$ cat config.mk
export PLATFORM = sky130hd
export DESIGN_NAME = asa_ctrl
export DESIGN_NICKNAME = d
export VERILOG_FILES = /design/src/sv/asa_pkg.sv /design/src/sv/asa_ctrl.sv
export SDC_FILE = /design/constraint.sdc
export NUM_CORES = 1
export LEC_CHECK = 0
export BUFFER_PORTS_ARGS = -buffer_cell sky130_fd_sc_hd__buf_4
export CORE_ASPECT_RATIO = 0.8
export CORE_MARGIN = 5
export CORE_UTILIZATION = 47
export CTS_BUF_LIST = sky130_fd_sc_hd__clkbuf_4
export DETAILED_ROUTE_END_ITERATION = 10
export GPL_ROUTABILITY_DRIVEN = 0
export PLACE_DENSITY = 0.78
export SYNTH_ARGS = -nofsm -noshare
export SYNTH_HDL_FRONTEND = slang
export SYNTH_SLANG_ARGS = --single-unit
$ cat constraint.sdc
create_clock -name i_clk -period 1.8 [get_ports i_clk]
set_input_delay 0.27 -clock i_clk [delete_from_list [all_inputs] [get_ports i_clk]]
set_output_delay 0.27 -clock i_clk [all_outputs]
set_load 0.01 [all_outputs]
$ cat src/sv/asa_pkg.sv
// Shared types, codes and constants of the atlas slot allocator.
package asa_pkg;

    localparam logic [2:0] CMD_ALLOC   = 3'd0;
    localparam logic [2:0] CMD_TOUCH   = 3'd1;
    localparam logic [2:0] CMD_RELEASE = 3'd2;
    localparam logic [2:0] CMD_RESET   = 3'd3;
    localparam logic [2:0] CMD_FIND    = 3'd4;

    localparam logic [3:0] ST_PLACED    = 4'd0;
    localparam logic [3:0] ST_REUSED    = 4'd1;
    localparam logic [3:0] ST_REJECTED  = 4'd2;
    localparam logic [3:0] ST_NO_SPACE  = 4'd3;
    localparam logic [3:0] ST_TOUCHED   = 4'd4;
    localparam logic [3:0] ST_NOT_FOUND = 4'd5;
    localparam logic [3:0] ST_RELEASED  = 4'd6;
    localparam logic [3:0] ST_RESET     = 4'd7;
    localparam logic [3:0] ST_FOUND     = 4'd8;

    localparam int unsigned CLASS_PX [4] = '{72, 96, 128, 160};
    localparam int unsigned MAX_SIDE = 160;

    typedef enum logic [1:0] {
        SCAN_FIND,
        SCAN_FREE,
        SCAN_LRU
    } t_scan;

    typedef enum logic [1:0] {
        RES_PLAIN,
        RES_HIT,
        RES_PLACE
    } t_res_sel;

    typedef struct packed {
        logic [2:0]  cmd;
        logic [31:0] asset_id;
        logic [15:0] bucket_id;
        logic [11:0] req_width;
        logic [11:0] req_height;
        logic [63:0] frame;
    } t_req;

    typedef struct packed {
        logic [3:0]  status;
        logic [2:0]  page_index;
        logic [31:0] page_generation;
        logic [9:0]  pos_x;
        logic [9:0]  pos_y;
        logic [9:0]  alloc_width;
        logic [9:0]  alloc_height;
        logic        evicted_valid;
        logic [31:0] evicted_id;
    } t_res;

    typedef struct packed {
        logic       ld_req;
        logic       clr_start;
        logic       pages_reset;
        logic       scan_start;
        t_scan      scan_mode;
        logic       wr_owner;
        logic       owner_set;
        logic       wr_frame;
        logic       wr_dims;
        logic       new_page;
        logic       res_ld;
        t_res_sel   res_sel;
        logic [3:0] res_status;
        logic       res_evict;
    } t_dp_cmd;

    typedef struct packed {
        logic       clr_done;
        logic       scan_done;
        logic       scan_found;
        logic       req_ok;
        logic       id_zero;
        logic       reuse_ok;
        logic       pages_full;
        logic [2:0] cmd;
    } t_dp_sts;

endpackage

$ cat src/sv/asa_ctrl.sv
// Allocator controller: sequences request decode, scans, writes and result hand-off.
module asa_ctrl (
    input  logic             i_clk,
    input  logic             i_rst_n,
    input  logic             i_in_valid,
    output logic             o_in_ready,
    output logic             o_out_valid,
    input  logic             i_out_ready,
    input  asa_pkg::t_dp_sts i_sts,
    output asa_pkg::t_dp_cmd o_cmd
);
    import asa_pkg::*;

    typedef enum logic [3:0] {
        S_CLR_GO,
        S_CLR,
        S_IDLE,
        S_DECODE,
        S_FIND,
        S_FREE,
        S_LRU,
        S_PLACE,
        S_RESULT
    } t_state;

    t_state     r_state;
    logic [3:0] r_code;
    t_res_sel   r_sel;
    logic       r_evict;
    logic       r_reply;
    logic       r_out_valid;
    logic       w_out_free;

    assign w_out_free  = !r_out_valid || i_out_ready;
    assign o_in_ready  = (r_state == S_IDLE);
    assign o_out_valid = r_out_valid;

    always_comb begin
        o_cmd = '0;
        o_cmd.scan_mode = SCAN_FIND;
        o_cmd.res_sel   = r_sel;
        o_cmd.res_status = r_code;
        o_cmd.res_evict  = r_evict;
        case (r_state)
            S_CLR_GO: o_cmd.clr_start = 1'b1;
            S_IDLE:   o_cmd.ld_req = i_in_valid;
            S_DECODE: begin
                case (i_sts.cmd)
                    CMD_ALLOC: o_cmd.scan_start = i_sts.req_ok;
                    CMD_TOUCH, CMD_RELEASE, CMD_FIND: o_cmd.scan_start = !i_sts.id_zero;
                    CMD_RESET: begin
                        o_cmd.clr_start   = 1'b1;
                        o_cmd.pages_reset = 1'b1;
                    end
                    default: begin
                    end
                endcase
            end
            S_FIND: begin
                if (i_sts.scan_done) begin
                    if (i_sts.scan_found) begin
                        case (i_sts.cmd)
                            CMD_ALLOC: begin
                                if (i_sts.reuse_ok) begin
                                    o_cmd.wr_frame = 1'b1;
                                end else begin
                                    o_cmd.wr_owner   = 1'b1;
                                    o_cmd.scan_start = 1'b1;
                                    o_cmd.scan_mode  = SCAN_FREE;
                                end
                            end
                            CMD_TOUCH:   o_cmd.wr_frame = 1'b1;
                            CMD_RELEASE: o_cmd.wr_owner = 1'b1;
                            default: begin
                            end
                        endcase
                    end else if (i_sts.cmd == CMD_ALLOC) begin
                        o_cmd.scan_start = 1'b1;
                        o_cmd.scan_mode  = SCAN_FREE;
                    end
                end
            end
            S_FREE: begin
                if (i_sts.scan_done && !i_sts.scan_found) begin
                    if (!i_sts.pages_full) begin
                        o_cmd.new_page = 1'b1;
                    end else begin
                        o_cmd.scan_start = 1'b1;
                        o_cmd.scan_mode  = SCAN_LRU;
                    end
                end
            end
            S_PLACE: begin
                o_cmd.wr_owner  = 1'b1;
                o_cmd.owner_set = 1'b1;
                o_cmd.wr_frame  = 1'b1;
                o_cmd.wr_dims   = 1'b1;
            end
            S_RESULT: o_cmd.res_ld = w_out_free;
            default: begin
            end
        endcase
    end

    always_ff @(posedge i_clk) begin
        if (!i_rst_n) begin
            r_state     <= S_CLR_GO;
            r_code      <= ST_RESET;
            r_sel       <= RES_PLAIN;
            r_evict     <= 1'b0;
            r_reply     <= 1'b0;
            r_out_valid <= 1'b0;
        end else begin
            if (r_out_valid && i_out_ready) begin
                r_out_valid <= 1'b0;
            end
            case (r_state)
                S_CLR_GO: r_state <= S_CLR;
                S_CLR: begin
                    if (i_sts.clr_done) begin
                        r_state <= r_reply ? S_RESULT : S_IDLE;
                    end
                end
                S_IDLE: begin
                    r_sel   <= RES_PLAIN;
                    r_evict <= 1'b0;
                    r_reply <= 1'b0;
                    if (i_in_valid) begin
                        r_state <= S_DECODE;
                    end
                end
                S_DECODE: begin
                    case (i_sts.cmd)
                        CMD_ALLOC: begin
                            if (i_sts.req_ok) begin
                                r_state <= S_FIND;
                            end else begin
                                r_code  <= ST_REJECTED;
                                r_state <= S_RESULT;
                            end
                        end
                        CMD_TOUCH, CMD_RELEASE, CMD_FIND: begin
                            if (i_sts.id_zero) begin
                                r_code  <= ST_NOT_FOUND;
                                r_state <= S_RESULT;
                            end else begin
                                r_state <= S_FIND;
                            end
                        end
                        CMD_RESET: begin
                            r_code  <= ST_RESET;
                            r_reply <= 1'b1;
                            r_state <= S_CLR;
                        end
                        default: begin
                            r_code  <= ST_REJECTED;
                            r_state <= S_RESULT;
                        end
                    endcase
                end
                S_FIND: begin
                    if (i_sts.scan_done) begin
                        if (i_sts.scan_found) begin
                            case (i_sts.cmd)
                                CMD_ALLOC: begin
                                    if (i_sts.reuse_ok) begin
                                        r_code  <= ST_REUSED;
                                        r_sel   <= RES_HIT;
                                        r_state <= S_RESULT;
                                    end else begin
                                        r_state <= S_FREE;
                                    end
                                end
                                CMD_TOUCH: begin
                                    r_code  <= ST_TOUCHED;
                                    r_state <= S_RESULT;
                                end
                                CMD_RELEASE: begin
                                    r_code  <= ST_RELEASED;
                                    r_state <= S_RESULT;
                                end
                                default: begin
                                    r_code  <= ST_FOUND;
                                    r_sel   <= RES_HIT;
                                    r_state <= S_RESULT;
                                end
                            endcase
                        end else if (i_sts.cmd == CMD_ALLOC) begin
                            r_state <= S_FREE;
                        end else begin
                            r_code  <= ST_NOT_FOUND;
                            r_state <= S_RESULT;
                        end
                    end
                end
                S_FREE: begin
                    if (i_sts.scan_done) begin
                        if (i_sts.scan_found || !i_sts.pages_full) begin
                            r_state <= S_PLACE;
                        end else begin
                            r_state <= S_LRU;
                        end
                    end
                end
                S_LRU: begin
                    if (i_sts.scan_done) begin
                        if (i_sts.scan_found) begin
                            r_evict <= 1'b1;
                            r_state <= S_PLACE;
                        end else begin
                            r_code  <= ST_NO_SPACE;
                            r_state <= S_RESULT;
                        end
                    end
                end
                S_PLACE: begin
                    r_code  <= ST_PLACED;
                    r_sel   <= RES_PLACE;
                    r_state <= S_RESULT;
                end
                S_RESULT: begin
                    if (w_out_free) begin
                        r_out_valid <= 1'b1;
                        r_state     <= S_IDLE;
                    end
                end
                default: r_state <= S_IDLE;
            endcase
        end
    end
endmodule

* Word-level counts from Yosys, hierarchy flattened
Cells that the tools add are included. W data, S select, Z words.
Word-level totals: bits in registers 13, input port bits 14, output and inout port bits 21
Cells by class: eq/ne operators 27, multiplexer cells 68, reductions and logical operators 21
Operators by type and width (count):
- $mux W4 | 24
- $pmux W4 S3 | 3
- $pmux W4 S9 | 1
- $ne A2 B2 Y1 const B | 10
- $mux W1 | 18
- $eq A4 B3 Y1 const B | 4
- $pmux W1 S2 | 8
- $pmux W4 S4 | 1
- $mux W3 | 5
- $ne A3 B3 Y1 const B | 4
- $eq A4 B2 Y1 const B | 2
- $mux W2 | 4
- $pmux W2 S2 | 2
- $reduce_and A8 Y1 | 1
- $eq A3 B2 Y1 const B | 2
- $pmux W2 S3 | 1
- $reduce_and A6 Y1 | 1
- $reduce_and A5 Y1 | 1
- $eq A4 B1 Y1 const B | 1
- $eq A4 B4 Y1 const B | 1
- $logic_not A1 Y1 | 4
- $logic_not A4 Y1 | 1
- $reduce_bool A2 Y1 | 2
- $reduce_bool A4 Y1 | 1
- 12 further kinds | 14

* Longest topological paths before layout
depth after elaboration 6, gate-level depth with buffers 7, gate-level depth less buffers 5

* Worst setup path before layout
Ideal clock, no wire load.
path kind register to output, start register r_state[0], end output o_cmd[10] in the netlist's numbering, data arrival time 1.518 ns, required time 1.530 ns, slack 0.012 ns, stages on the path, launching flop included 6, cells stage by stage dfxtp_1 -> buf_2 -> buf_2 -> nor3_1 -> nand3_1 -> o41ai_1
RTL lines:
- start: declaration | line asa_ctrl.sv:26 | t_state r_state;
- start signal: assignment | line asa_ctrl.sv:121 | r_state <= r_reply ? S_RESULT : S_IDLE;
- end: declaration | line asa_ctrl.sv:10 | output asa_pkg::t_dp_cmd o_cmd

==> flow_summary.ini <==
[status]
status = complete, but fails checks
violations = negative setup slack

[timing]
skew_ps = 2.72
relSlewSlack_pct = 57.1
fin_crit_sh_pct = 103
rsz0062_at_grt = true
fin_crit_ps = 1850
layout_setup_ws_ps = -50.9
hold_viol = 0
tns_ps = -96.3
fmax_mhz = 540
worstMarginPinSlew_ps = 628
setup_viol = 2
slew_violations = 0

[yosys]
synth_nets = 172
ys_ff_latch = 13
synth-simple-area-share_pct = 35.3
synth_cells = 158
ys_seq_area_share_pct = 22.4
syn_avg_cell_area_um2 = 7.34
synth_edf_count = 0
yosys_warnings = 0
synth_fa_ha_area_share_pct = 0
synth_top_family_by_area = simple AND/OR/NAND/NOR gates
syn_area_um2 = 1160
synth_compound_area_share_pct = 29.7
ys.flop_type = dfxtp_1
synth_xor_area_share_pct = 2.27
synthMuxAreaShare_pct = 1.73
synthDistinctLibCells = 49
ys_async_sr_fraction_pct = 0

[clock_network]
cts_buffers = 3
clock_sinks = 13
h-tree-depth = 1
cts.path.max_buffers = 2
cts_root_buf = clkbuf_4
cts_tree = yes
cts.clk_slew.worst_paths_ps = 90
clk_latency_ps = 300

[routing]
drc = 0
drt_wl_total_um = 4060
viasPerCell = 6.44
drt_first_pass_iters = 4
avgRoutedWirePerCell_um = 17.8
ant_nets = 0
vias = 1468
drt_iter0_markers = 100

[worst_setup_path]
crit_end = o_cmd[7]
ff2ff_path_depth = 6
r2r_start = r_state[2]
ff2ff_setup_slack_ps = 190
regToRegEndpoint = r_sel[0]
path_class = flop to output pin
crit_required_ps = 1530
critPathLaunchType = flop
crit_path_start = r_state[0]
endpoint_kind = output pin
worst-endpoint-arrival_ps = 1580
worstPathMaxFanout = 8

[layout]
regArea_um2 = 270
multi_input_area_um2 = 888
fillers = 195
n_antenna_cell = 0
layout.nets = 216
final_common_cell = buf_4
final_cell_mix = buf_4, a21oi_1, nor2_1
drive_gt1_share_pct = 38.3
area_growth_pct = 43.3

[power]
p_per_area_nw_per_um2 = 909
finalPower_mw = 1.51
power.leakage_nw = 0.700
ir_drop_v = 0.000658

[die]
pin_count = 35
die_area_um2 = 3570
core_um2 = 2400
initial_utilization_pct = 48.3
fp.dieH_um = 54.4
die_w_um = 65.5
rows = 16

[placed_design]
io_buffers = 34
dp_hpwl_um = 2840

[global_routing]
track_usage_pct = 23.4
grt_max_degree = 18
grt_pass1_vias = 1392
antenna_found_initial = 0
grt_pass1_wl_um = 6310
grt.overflow.total = 0

[hold_path]
hp-class = input pin to flop
hp-start = i_rst_n

[run]
drv_cap = 0
-- stage by stage --
stage | hold slack (ps) | std cells | area [µm²] | utilization [%] | worst slack (ps)
final | 213 | 228 | 1660 | 69.2 | -50.9
after global routing | 208 | 228 | 1660 | 69.2 | -83.8
after CTS | 220 | 226 | 1600 | 66.4 | -42.9
after detailed placement | 478 | 220 | 1480 | 61.6 | 85.1
after global placement | 462 | 220 | 1480 | 61.6 | 102
after floorplan | 342 | 158 | 1160 | - | 12.0
-- sequential cells by signal, indices dropped and copies added, names as in the netlist --
| name | count |
|---|---|
| r_code | 4 |
| r_sel | 2 |
| o_out_valid | 1 |
| r_state | 4 |
| r_reply | 1 |
| r_evict | 1 |
-- where the power goes --
group,internal [mW],switching (mW),leakage [nW]
registers,0.344,0.0760,0.108
logic,0.408,0.465,0.574
clock network,0.102,0.115,0.0184
total,0.854,0.656,0.700
-- synth_stat cells (2+ instances only) --
cell       instances  area share (%)
a21oi_1           16             6.9
nor2_1            14             4.5
dfxtp_1           13              22
nand2b_1           9             4.9
nor2b_1            9             4.9
o21ai_0            9             3.9
nor3_1             7             3.0
inv_1              6             1.9
nand3_1            6             2.6
buf_2              5             2.2
clkbuf_1           4             1.3
a211oi_1           3             1.9
a21o_1             3             1.9
and2_1             3             1.6
buf_4              3             1.9
nand2_1            3            0.97
a2111oi_0          2             1.5
a2bb2oi_1          2             1.5
a32o_1             2             1.7
and3_1             2             1.1
mux2i_1            2             1.7
nand4b_1           2             1.5
o21ai_1            2            0.86
o221ai_1           2             1.5
o31ai_1            2             1.3
o41ai_1            2             1.5
or3_1              2             1.1
xor2_1             2             1.5
-- logic make-up after synthesis --
logic type                count (synthesis)
muxes                                     2
AOI/OAI and AO/OA                        52
xor gates and xnor gates                  3
and+or+nand+nor                          68
DFF                                      13
buffers and inverters                    20
-- worst min path at each step --
stage | cells past startpoint | to | slack, ps
after floorplan | 1 | r_code[1] | 340
after global placement | 2 | r_code[3] | 460
after detailed placement | 2 | r_code[3] | 480
after CTS | 2 | r_code[1] | 220
after global routing | 2 | r_code[1] | 210
final | 2 | r_code[1] | 210
-- critical path, stage by stage (launching register included) --
cell,delay (ps)
dfxtp_4,400
buf_4,180
nor2_4,150
and3_1,220
nor2b_1,180
buf_4,140
-- per-layer routing --
layer	vias up	GRT usage [%]	share of wire, %
met5	-	0	0
met4	0	12.1	3.2
met3	20	7.19	11
met2	102	40.7	49
met1	677	26.3	37
li1	669	-	-
-- final cells by class --
cell class / count / area share (%)
Timing Repair Buffer: 52 / 24.8
Tap cell: 27 / 2.03
Sequential cell: 13 / 16.3
Multi-Input combinational cell: 125 / 53.5
Inverter: 7 / 1.58
Clock buffer: 4 / 1.81
-- repair_timing --
| action | in CTS | in global routing |
|---|---|---|
| setup buffers | 2 | 2 |
| gates resized for setup | 18 | 11 |
| endpoints found under the setup margin | 9 | 10 |
| hold buffers | 0 | 0 |
| pin swaps | 3 | 5 |
Power figures use the tool's default switching activity.
